File: src/hw/rtl/pdc_pkg.sv
// shared types, codes and constants of the ph dosing controller
package pdc_pkg;

  localparam int PhWidth = 11;
  localparam int TickWidth = 16;
  localparam int CfgIndexWidth = 8;

  // command codes carried in tuser
  localparam logic [1:0] CMD_TICK = 2'd0;
  localparam logic [1:0] CMD_ON = 2'd1;
  localparam logic [1:0] CMD_OFF = 2'd2;

  // phase codes
  localparam logic [2:0] PH_IDLE = 3'd0;
  localparam logic [2:0] PH_RUNNING = 3'd1;
  localparam logic [2:0] PH_ACID_ON = 3'd2;
  localparam logic [2:0] PH_ACID_WAIT = 3'd3;
  localparam logic [2:0] PH_BASE_ON = 3'd4;
  localparam logic [2:0] PH_BASE_WAIT = 3'd5;

  // event codes
  localparam logic [1:0] EV_NONE = 2'd0;
  localparam logic [1:0] EV_TIMEOUT = 2'd1;
  localparam logic [1:0] EV_PH_HIGH = 2'd2;
  localparam logic [1:0] EV_PH_LOW = 2'd3;

  // configuration register indexes
  localparam logic [CfgIndexWidth-1:0] REG_UPPER = 8'd0;
  localparam logic [CfgIndexWidth-1:0] REG_LOWER = 8'd1;
  localparam logic [CfgIndexWidth-1:0] REG_DOSE = 8'd2;
  localparam logic [CfgIndexWidth-1:0] REG_WAIT = 8'd3;

  localparam logic [PhWidth-1:0] UPPER_RESET = 11'd750;
  localparam logic [PhWidth-1:0] LOWER_RESET = 11'd650;
  localparam logic [TickWidth-1:0] TICKS_RESET = 16'd1000;
  localparam logic [TickWidth-1:0] TICKS_MAX = 16'hFFFF;

  typedef struct packed {
    logic [2:0]           phase;
    logic [TickWidth-1:0] elapsed;
    logic                 acid;
    logic                 base;
  } state_t;

  typedef struct packed {
    logic [PhWidth-1:0]   upper;
    logic [PhWidth-1:0]   lower;
    logic [TickWidth-1:0] dose_ticks;
    logic [TickWidth-1:0] wait_ticks;
  } cfg_t;

  // packed so that acid_pump lands in bit 0
  typedef struct packed {
    logic [1:0] event_seen;
    logic [2:0] phase;
    logic       base_pump;
    logic       acid_pump;
  } result_t;

endpackage

File: src/hw/rtl/pdc_step.sv
// next-state and result logic for one request of the dosing controller
module pdc_step import pdc_pkg::*; (
  input  state_t             st,
  input  cfg_t               cfg,
  input  logic [1:0]         cmd,
  input  logic [PhWidth-1:0] sample,
  output state_t             st_next,
  output result_t            res
);

  logic [TickWidth-1:0] elapsed_inc;
  logic                 expired;
  logic [1:0]           ev;

  always_comb begin
    elapsed_inc = (st.elapsed != TICKS_MAX) ? st.elapsed + 16'd1 : st.elapsed;
    case (st.phase)
      PH_ACID_ON, PH_BASE_ON: expired = (elapsed_inc >= cfg.dose_ticks);
      PH_ACID_WAIT, PH_BASE_WAIT: expired = (elapsed_inc >= cfg.wait_ticks);
      default: expired = 1'b0;
    endcase
    if (expired) begin
      ev = EV_TIMEOUT;
    end else if (sample > cfg.upper) begin
      ev = EV_PH_HIGH;
    end else if (sample < cfg.lower) begin
      ev = EV_PH_LOW;
    end else begin
      ev = EV_NONE;
    end
  end

  always_comb begin
    st_next = st;
    res.event_seen = EV_NONE;
    case (cmd)
      CMD_TICK: begin
        if (st.phase != PH_IDLE) begin
          res.event_seen = ev;
          st_next.elapsed = elapsed_inc;
          case (st.phase)
            PH_RUNNING: begin
              if (ev == EV_PH_HIGH) begin
                st_next.phase = PH_ACID_ON;
                st_next.elapsed = '0;
                st_next.acid = 1'b1;
              end else if (ev == EV_PH_LOW) begin
                st_next.phase = PH_BASE_ON;
                st_next.elapsed = '0;
                st_next.base = 1'b1;
              end
            end
            PH_ACID_ON: begin
              if (ev == EV_TIMEOUT) begin
                st_next.phase = PH_ACID_WAIT;
                st_next.elapsed = '0;
                st_next.acid = 1'b0;
              end
            end
            PH_BASE_ON: begin
              if (ev == EV_TIMEOUT) begin
                st_next.phase = PH_BASE_WAIT;
                st_next.elapsed = '0;
                st_next.base = 1'b0;
              end
            end
            PH_ACID_WAIT, PH_BASE_WAIT: begin
              if (ev == EV_TIMEOUT) begin
                st_next.phase = PH_RUNNING;
                st_next.elapsed = '0;
              end
            end
            default: begin
            end
          endcase
        end
      end
      CMD_ON: begin
        if (st.phase == PH_IDLE) begin
          st_next.phase = PH_RUNNING;
          st_next.elapsed = '0;
        end
      end
      CMD_OFF: begin
        st_next.phase = PH_IDLE;
        st_next.elapsed = '0;
        st_next.acid = 1'b0;
        st_next.base = 1'b0;
      end
      default: begin
      end
    endcase
    res.acid_pump = st_next.acid;
    res.base_pump = st_next.base;
    res.phase = st_next.phase;
  end

endmodule

File: src/hw/rtl/ph_dosing_controller_core.sv
// top level of the on/off ph dosing controller with dosing and wait timers
// One request (a 1 ms tick with a pH sample, control on or control off) is taken
// every clock cycle while the result side keeps up. A request is held in the
// input register, then the phase machine updates and the result register loads, and
// the result appears on the result port; a stalled result holds the request there.
// The rate is set by the combinational phase and tick-counter update in pdc_step.
// Configuration writes are accepted in any cycle and must only be made while no
// request is in flight.
module ph_dosing_controller_core import pdc_pkg::*; (
  input  logic                     clk,
  input  logic                     rst,
  input  logic                     s_axis_tvalid,
  output logic                     s_axis_tready,
  input  logic [15:0]              s_axis_tdata,  // [10:0] ph_sample, rest zero
  input  logic [1:0]               s_axis_tuser,  // [1:0] cmd
  output logic                     m_axis_tvalid,
  input  logic                     m_axis_tready,
  // [0] acid_pump, [1] base_pump, [4:2] phase, [6:5] event_seen, [7] zero
  output logic [7:0]               m_axis_tdata,
  input  logic                     cfg_valid,
  output logic                     cfg_ready,
  input  logic [CfgIndexWidth-1:0] cfg_index,
  input  logic [15:0]              cfg_data
);

  cfg_t               cfg;
  state_t             st;
  state_t             st_next;
  result_t            res_next;
  result_t            res;
  logic               in_valid;
  logic [1:0]         in_cmd;
  logic [PhWidth-1:0] in_sample;
  logic               adv;

  assign cfg_ready = 1'b1;
  assign adv = in_valid && (!m_axis_tvalid || m_axis_tready);
  assign s_axis_tready = !in_valid || adv;
  assign m_axis_tdata = {1'b0, res};

  always_ff @(posedge clk) begin
    if (rst) begin
      cfg.upper <= UPPER_RESET;
      cfg.lower <= LOWER_RESET;
      cfg.dose_ticks <= TICKS_RESET;
      cfg.wait_ticks <= TICKS_RESET;
    end else if (cfg_valid) begin
      case (cfg_index)
        REG_UPPER: cfg.upper <= cfg_data[PhWidth-1:0];
        REG_LOWER: cfg.lower <= cfg_data[PhWidth-1:0];
        REG_DOSE: cfg.dose_ticks <= cfg_data;
        REG_WAIT: cfg.wait_ticks <= cfg_data;
        default: begin
        end
      endcase
    end
  end

  // input register
  always_ff @(posedge clk) begin
    if (rst) begin
      in_valid <= 1'b0;
    end else if (s_axis_tready) begin
      in_valid <= s_axis_tvalid;
    end
  end

  always_ff @(posedge clk) begin
    if (s_axis_tvalid && s_axis_tready) begin
      in_cmd <= s_axis_tuser;
      in_sample <= s_axis_tdata[PhWidth-1:0];
    end
  end

  pdc_step u_step (
    .st      (st),
    .cfg     (cfg),
    .cmd     (in_cmd),
    .sample  (in_sample),
    .st_next (st_next),
    .res     (res_next)
  );

  // state and result register advance together
  always_ff @(posedge clk) begin
    if (rst) begin
      st.phase <= PH_IDLE;
      st.elapsed <= '0;
      st.acid <= 1'b0;
      st.base <= 1'b0;
      m_axis_tvalid <= 1'b0;
    end else begin
      if (adv) begin
        st <= st_next;
      end
      if (adv) begin
        m_axis_tvalid <= 1'b1;
      end else if (m_axis_tready) begin
        m_axis_tvalid <= 1'b0;
      end
    end
  end

  always_ff @(posedge clk) begin
    if (adv) begin
      res <= res_next;
    end
  end

endmodule

File: config.mk
export PLATFORM = sky130hd
export DESIGN_NAME = ph_dosing_controller_core
export DESIGN_NICKNAME = d
export VERILOG_FILES = /design/src/hw/rtl/pdc_pkg.sv /design/src/hw/rtl/pdc_step.sv /design/src/hw/rtl/ph_dosing_controller_core.sv
export SDC_FILE = /design/constraint.sdc
export NUM_CORES = 1
export LEC_CHECK = 0
export ABC_CLOCK_PERIOD_IN_PS = 5300
export BUFFER_PORTS_ARGS = -buffer_cell sky130_fd_sc_hd__buf_2
export CORE_AREA = 5 5 74 144
export CTS_CLUSTER_SIZE = 14
export DETAILED_ROUTE_END_ITERATION = 10
export DIE_AREA = 0 0 79 149
export GPL_ROUTABILITY_DRIVEN = 0
export GPL_TIMING_DRIVEN = 0
export PLACE_DENSITY_LB_ADDON = 0.2
export SYNTH_ARGS = -nofsm -noshare
export SYNTH_HDL_FRONTEND = slang
export SYNTH_SLANG_ARGS = --single-unit
export TNS_END_PERCENT = 30
File: constraint.sdc
create_clock -name clk -period 5.3 [get_ports clk]
set_clock_uncertainty 0.2 [all_clocks]
set_input_delay 1.06 -clock clk [delete_from_list [all_inputs] [get_ports clk]]
set_output_delay 1.06 -clock clk [all_outputs]
set_load 0.005 [all_outputs]
After elaboration in Yosys (flattened, before gate mapping) --
Index checks and enable logic that the tools add are counted. Widths: inputs -> output; s select.
Cells by class: $lt $le $gt $ge 4, multiplexer cells 23, reductions and logical operators 20, eq/ne operators 16, add/sub/neg operators 1
Operator list (number):
- $mux 19 | 5
- $pmux 19 s4 | 1
- $pmux 19 s3 | 1
- $ge 16x16->1 | 2
- $mux 21 | 1
- $mux 20 | 1
- $add 16x1->16 const B | 1
- $eq 8x2->1 const B | 2
- $mux 16 | 1
- $ne 16x16->1 const B | 1
- $gt 11x11->1 | 1
- $lt 11x11->1 | 1
- $reduce_and 2->1 | 5
- $eq 8x1->1 const B | 1
- $logic_not 8->1 | 1
- $eq 2x2->1 const B | 3
- $eq 3x2->1 const B | 2
- $eq 3x3->1 const B | 2
- $mux 1 | 6
- $mux 2 | 3
- $pmux 1 s2 | 3
- $reduce_bool 3->1 | 2
- $eq 2x1->1 const B | 2
- $ne 2x1->1 const B | 2
- other kinds (10) | 14
Word-level totals: output and inout bits 11, register bits 97, logic and storage cells 80

Logic depth before layout (Yosys ltp) --
depth after elaboration 11, gate-level depth with buffers 16, mapped depth without buffers 14

Hierarchy --
From an unflattened synthesis, not the netlist that was laid out.
Unflattened totals: cells, all modules 662, area total of the unflattened synthesis 5854.4 sq um
Modules (own cells, without submodules):
- ph_dosing_controller_core | area each 3663.5 sq um, cells each 335, times used 1, sequential area each 2142.1 sq um
- pdc_step | area each 2190.9 sq um, cells each 327, times used 1, sequential area each 0.0 sq um

Least setup slack after synthesis --
OpenSTA, ideal clock, no wires.
kind register to register, start register st[9] (netlist name), end register st[9] (netlist name), required time 4.983 ns, setup slack 1.076 ns, arrival time 3.907 ns, period minus slack after synthesis 4.224 ns, cell stages (with the launch flop) 16, setup time 0.117 ns, path through dfxtp_1 and4_1 nand3_1 or3_1 clkbuf_1 nand3_1 nor2_1 or2_2 ha_1 nand2_8 or3_1 or4_4 and3_4 o31a_1 a41o_1 a22o_1
On the way: cells in the longest elaborated chain, start to end 11
RTL lines:
- $add 16x1->16 / $ne 16x16->1 (equally long branches) | line pdc_step.sv:16 | elapsed_inc = (st.elapsed != TICKS_MAX) ? st.elapsed + 16'd1 : st.elapsed;
- $mux 16 (*) | line pdc_step.sv:16
- $ge 16x16->1 (on tied branches) | line pdc_step.sv:19, pdc_step.sv:18
- $pmux 1 s2 | line pdc_step.sv:17 | case (st.phase)
- $mux 2 | line pdc_step.sv:22 | if (expired) begin
- $eq 2x2->1 | line pdc_step.sv:47 | end else if (ev == EV_PH_LOW) begin
- $mux 19 | line pdc_step.sv:47
- $mux 19 | line pdc_step.sv:43 | if (ev == EV_PH_HIGH) begin
- $pmux 19 s4 (*) | line pdc_step.sv:41 | case (st.phase)
- $mux 21 (*) | line pdc_step.sv:38 | if (st.phase != PH_IDLE) begin
- $pmux 19 s3 (*) | line pdc_step.sv:36 | case (cmd)
Every way passes the cells marked *; elsewhere a longest branch is shown, timed or not. The select of a mux whose other input is x is not followed. A chain may end at the register's enable or synchronous reset.

Worst setup path in the final report --
start register st[9] (netlist name), end register st[6] (netlist name)
On the way: cells in the longest elaborated chain, start to end 11
RTL lines (line):
- $add 16x1->16 / $ne 16x16->1 (equally long branches) | pdc_step.sv:16
- $mux 16 (*) | pdc_step.sv:16
- $ge 16x16->1 (on tied branches) | pdc_step.sv:19, pdc_step.sv:18
- $pmux 1 s2 | pdc_step.sv:17
- $mux 2 | pdc_step.sv:22
- $eq 2x2->1 | pdc_step.sv:47
- $mux 19 | pdc_step.sv:47
- $mux 19 | pdc_step.sv:43
- $pmux 19 s4 (*) | pdc_step.sv:41
- $mux 21 (*) | pdc_step.sv:38
- $pmux 19 s3 (*) | pdc_step.sv:36
Marked as above.

==> results.tsv <==
metric	value	unit
outcome	complete, no violations	
post-route setup TNS	0	ns
most frequent cells after synthesis	sky130_fd_sc_hd__nand2_1 (86), sky130_fd_sc_hd__dfxtp_1 (77), sky130_fd_sc_hd__inv_1 (64), sky130_fd_sc_hd__ha_1 (54), sky130_fd_sc_hd__nor2_1 (54)	
area added between synthesis and finish	12.7	%
Hold EP	cfg[30]$_SDFFE_PP0P_	
switching fraction of total power	22.6	%
proportion of layout cells with a drive suffix above 1	12.5	%
final routed wire length divided by cell count	16.8	um
Cells on Worst Hold Path	2	
I/O pins	58	
Netlist cell types	60	
number of antenna violations at the first check in global routing	0	
count of flip-flops with a built-in enable after synthesis	20	
clock net sink count	97	
maximum number of pins on one net before global-route repair	17	
hold buffers post-CTS	0	
logic gate share of total power	5.9	%
global-route usage over all layers	24.2	%
Final Hold Slack	0.259	ns
transition time at the pin with the least slew margin	0.711	ns
FILL cells	797	
IO buf count	50	
DP Wirelength	10600	um
biggest area consumer among synthesized cells	sky130_fd_sc_hd__dfxtp_1	
number of nets in the layout	785	
cell with the most instances after synthesis	sky130_fd_sc_hd__nand2_1	
Register-to-Register Path Depth	16	
number of hold violations in the final report	0	
hold path startpoint	cfg[30]$_SDFFE_PP0P_	
drt initial violations	243	
proportion of synthesized flip-flops having asynchronous set or reset	0	%
kind of end point of the critical path	flop	
count of H-tree levels built during CTS	3	
reg2reg start	st[9]$_SDFFE_PP0P_	
Final period util	89.6	%
overall die width	79	um
P per Cell Area	248	nW/um2
DRC violations left	0	
relative slew slack	52.6	%
total setup violations reported at the end of the flow	0	
Crit path arrival time	4.78	ns
clock input transition at the sequential cells of the worst setup and hold paths	0.07	ns
Die H	149	um
worst r2r dst	st[6]$_SDFFE_PP0P_	
wire length of the first global-routing pass	22200	um
core box area	9320	um2
Fmax achieved	211	MHz
simple-gate share of the synthesized area	20.1	%
cts bufs inserted	9	
initial core utilization	58.1	%
multiplexer fraction of the synthesized cell area	2.42	%
count of mapped cells out of synthesis	623	
area of the die	11800	um2
count of inserted antenna diode cells	0	
maximum resistive drop on vdd	0.000241	V
worst skew pair latency	0.34	ns
total area of multi-input combinational cells	2920	um2
total area of sequential cells	2140	um2
area fraction of the dominant cell type after synthesis	28.4	%
worst-case clock buffer depth	2	
number of rows created at floorplan	50	
Slew Viols, Final	0	
top cells by area, synth	sky130_fd_sc_hd__dfxtp_1 (28%), sky130_fd_sc_hd__ha_1 (12%), sky130_fd_sc_hd__edfxtp_1 (11%)	
post-cts sizing count	0	
CTS tree	yes	
number of optimization iterations in the first detailed-route pass	4	
wirelength, routed	13300	um
CTS Root Cell	sky130_fd_sc_hd__clkbuf_16	
MaxCap Viol Count	0	
average cell area after synthesis	8.70	um2
main combinational cell family by area after synthesis	simple AND/OR/NAND/NOR gates	
portion of total power attributed to sequential cells	50.7	%
Period minus WS final	4.75	ns
overflow left after global routing	0	
Static Leak	2.75	nW
Yosys warning total	0	
maximum fanout encountered on the critical timing path	10	
number of global-route vias before repair	4788	
register area share after synthesis	39.5	%
power spent charging and discharging nets	0.000342	W
CP Data Required Time	5.33	ns
vias per inst	5.78	
clock share of power	43.4	%
complex-gate fraction of the synthesized area	17.1	%
adder-cell area share of the yosys netlist	12.5	%
HP Class	reg -> reg	
worst reg2reg setup slack	0.55	ns
number of nets with antenna violations after routing	0	
post-synthesis instance area	5420	um2
primary flip-flop cell chosen by synthesis mapping	sky130_fd_sc_hd__dfxtp_1	
Internal Pwr Total	0.00117	W
Critical Setup Path Class	reg -> reg	
type of origin of the critical path	flop	
setup repair after global routing missed its margin	no	
vias	4581	
parity-gate share of the synthesized area counting xor and xnor cells	1.62	%
number of storage elements in the synthesis netlist	97	
Mapped Nets	724	
post-CTS repair timing setup buffer count	0	
-- registers in the layout, indices dropped and copies added (netlist names) --
| signal | count |
|---|---|
| in_valid | 1 |
| st | 21 |
| in_sample | 11 |
| m_axis_tvalid | 1 |
| in_cmd | 2 |
| cfg | 54 |
| m_axis_tdata | 7 |
-- layout by cell type (no fill, tap or decap), types with 12 or more instances in the layout --
master and instances:
sky130_fd_sc_hd__mux2i_1 12, sky130_fd_sc_hd__nand3b_1 12, sky130_fd_sc_hd__nor2_1 54, sky130_fd_sc_hd__dfxtp_1 77
sky130_fd_sc_hd__nand2_1 86, sky130_fd_sc_hd__o21ai_0 13, sky130_fd_sc_hd__nand4_1 12, sky130_fd_sc_hd__inv_1 64
sky130_fd_sc_hd__ha_1 54, sky130_fd_sc_hd__edfxtp_1 20, sky130_fd_sc_hd__clkbuf_1 21, sky130_fd_sc_hd__a21oi_1 42
sky130_fd_sc_hd__a211o_1 18, sky130_fd_sc_hd__buf_2 52
-- layer usage --
layer | wire [um] | GRT usage (%) | vias to the layer above
met5 | 0 | 0 | -
met4 | 714 | 13.9 | 0
met3 | 392 | 3.99 | 51
met2 | 7590 | 46.7 | 100
met1 | 4610 | 23.1 | 2130
li1 | - | - | 2300
-- kinds of logic after synthesis --
kind of cell,count (synthesis)
buffers and inverters,91
other,2
muxes,13
xor gates and xnor gates,10
DFF,97
adders and majority gates,54
and+or+nand+nor,223
AOI/OAI and AO/OA,133
-- stage by stage --
| step | setup WS, ns | cells | instance area, um2 | util, % | power (W) |
|---|---|---|---|---|---|
| floorplan | 1.08 | 623 | 5420 | - | 0.000831 |
| global placement | 0.670 | 777 | 5800 | 62.2 | 0.000869 |
| detailed placement | 0.636 | 777 | 5800 | 62.2 | 0.000873 |
| CTS | 0.601 | 793 | 6110 | 65.5 | 0.00153 |
| global route | 0.309 | 793 | 6110 | 65.5 | 0.00158 |
| finish | 0.553 | 793 | 6110 | 65.5 | 0.00152 |
-- power by group through the flow --
stage / clock network, W / registers (W) / logic [W]
after floorplan: 0 / 0.000784 / 0.0000471
after global placement: 0 / 0.000785 / 0.0000843
after detailed placement: 0 / 0.000785 / 0.0000875
after CTS: 0.000670 / 0.000768 / 0.0000887
after global routing: 0.000707 / 0.000769 / 0.0000988
final: 0.000658 / 0.000769 / 0.0000889
-- how the worst max path moves through the flow --
stage | startpoint | cells past startpoint | to
after global placement | st[9]$_SDFFE_PP0P_ | 16 | st[9]$_SDFFE_PP0P_
after CTS | st[9]$_SDFFE_PP0P_ | 16 | st[6]$_SDFFE_PP0P_
after global routing | st[9]$_SDFFE_PP0P_ | 16 | st[10]$_SDFFE_PP0P_
after floorplan | st[9]$_SDFFE_PP0P_ | 15 | st[9]$_SDFFE_PP0P_
final | st[9]$_SDFFE_PP0P_ | 16 | st[6]$_SDFFE_PP0P_
after detailed placement | st[9]$_SDFFE_PP0P_ | 16 | st[6]$_SDFFE_PP0P_
-- cell type report --
| class | count | share of cell area (%) |
|---|---|---|
| inverter | 64 | 3.93 |
| sequential | 97 | 35.1 |
| buffer | 27 | 1.95 |
| clock buffer | 12 | 4.55 |
| multi-input combinational | 435 | 47.8 |
| timing repair buffer | 50 | 4.10 |
| clock inverter | 4 | 0.512 |
| tap | 104 | 2.13 |
-- critical path: stages (launching register included) --
cell,delay [ns]
sky130_fd_sc_hd__dfxtp_1,0.45
sky130_fd_sc_hd__and4_1,0.28
sky130_fd_sc_hd__nand3_1,0.16
sky130_fd_sc_hd__or3_1,0.37
sky130_fd_sc_hd__clkbuf_1,0.25
sky130_fd_sc_hd__nand3_1,0.18
sky130_fd_sc_hd__nor2_1,0.06
sky130_fd_sc_hd__or2_2,0.31
sky130_fd_sc_hd__ha_1,0.40
sky130_fd_sc_hd__nand2_8,0.06
sky130_fd_sc_hd__or3_1,0.34
sky130_fd_sc_hd__or4_4,0.57
sky130_fd_sc_hd__and3_4,0.20
sky130_fd_sc_hd__o31ai_2,0.32
sky130_fd_sc_hd__nor2_2,0.10
sky130_fd_sc_hd__buf_6,0.16
sky130_fd_sc_hd__a22o_1,0.23
Power figures use the tool's default switching activity.
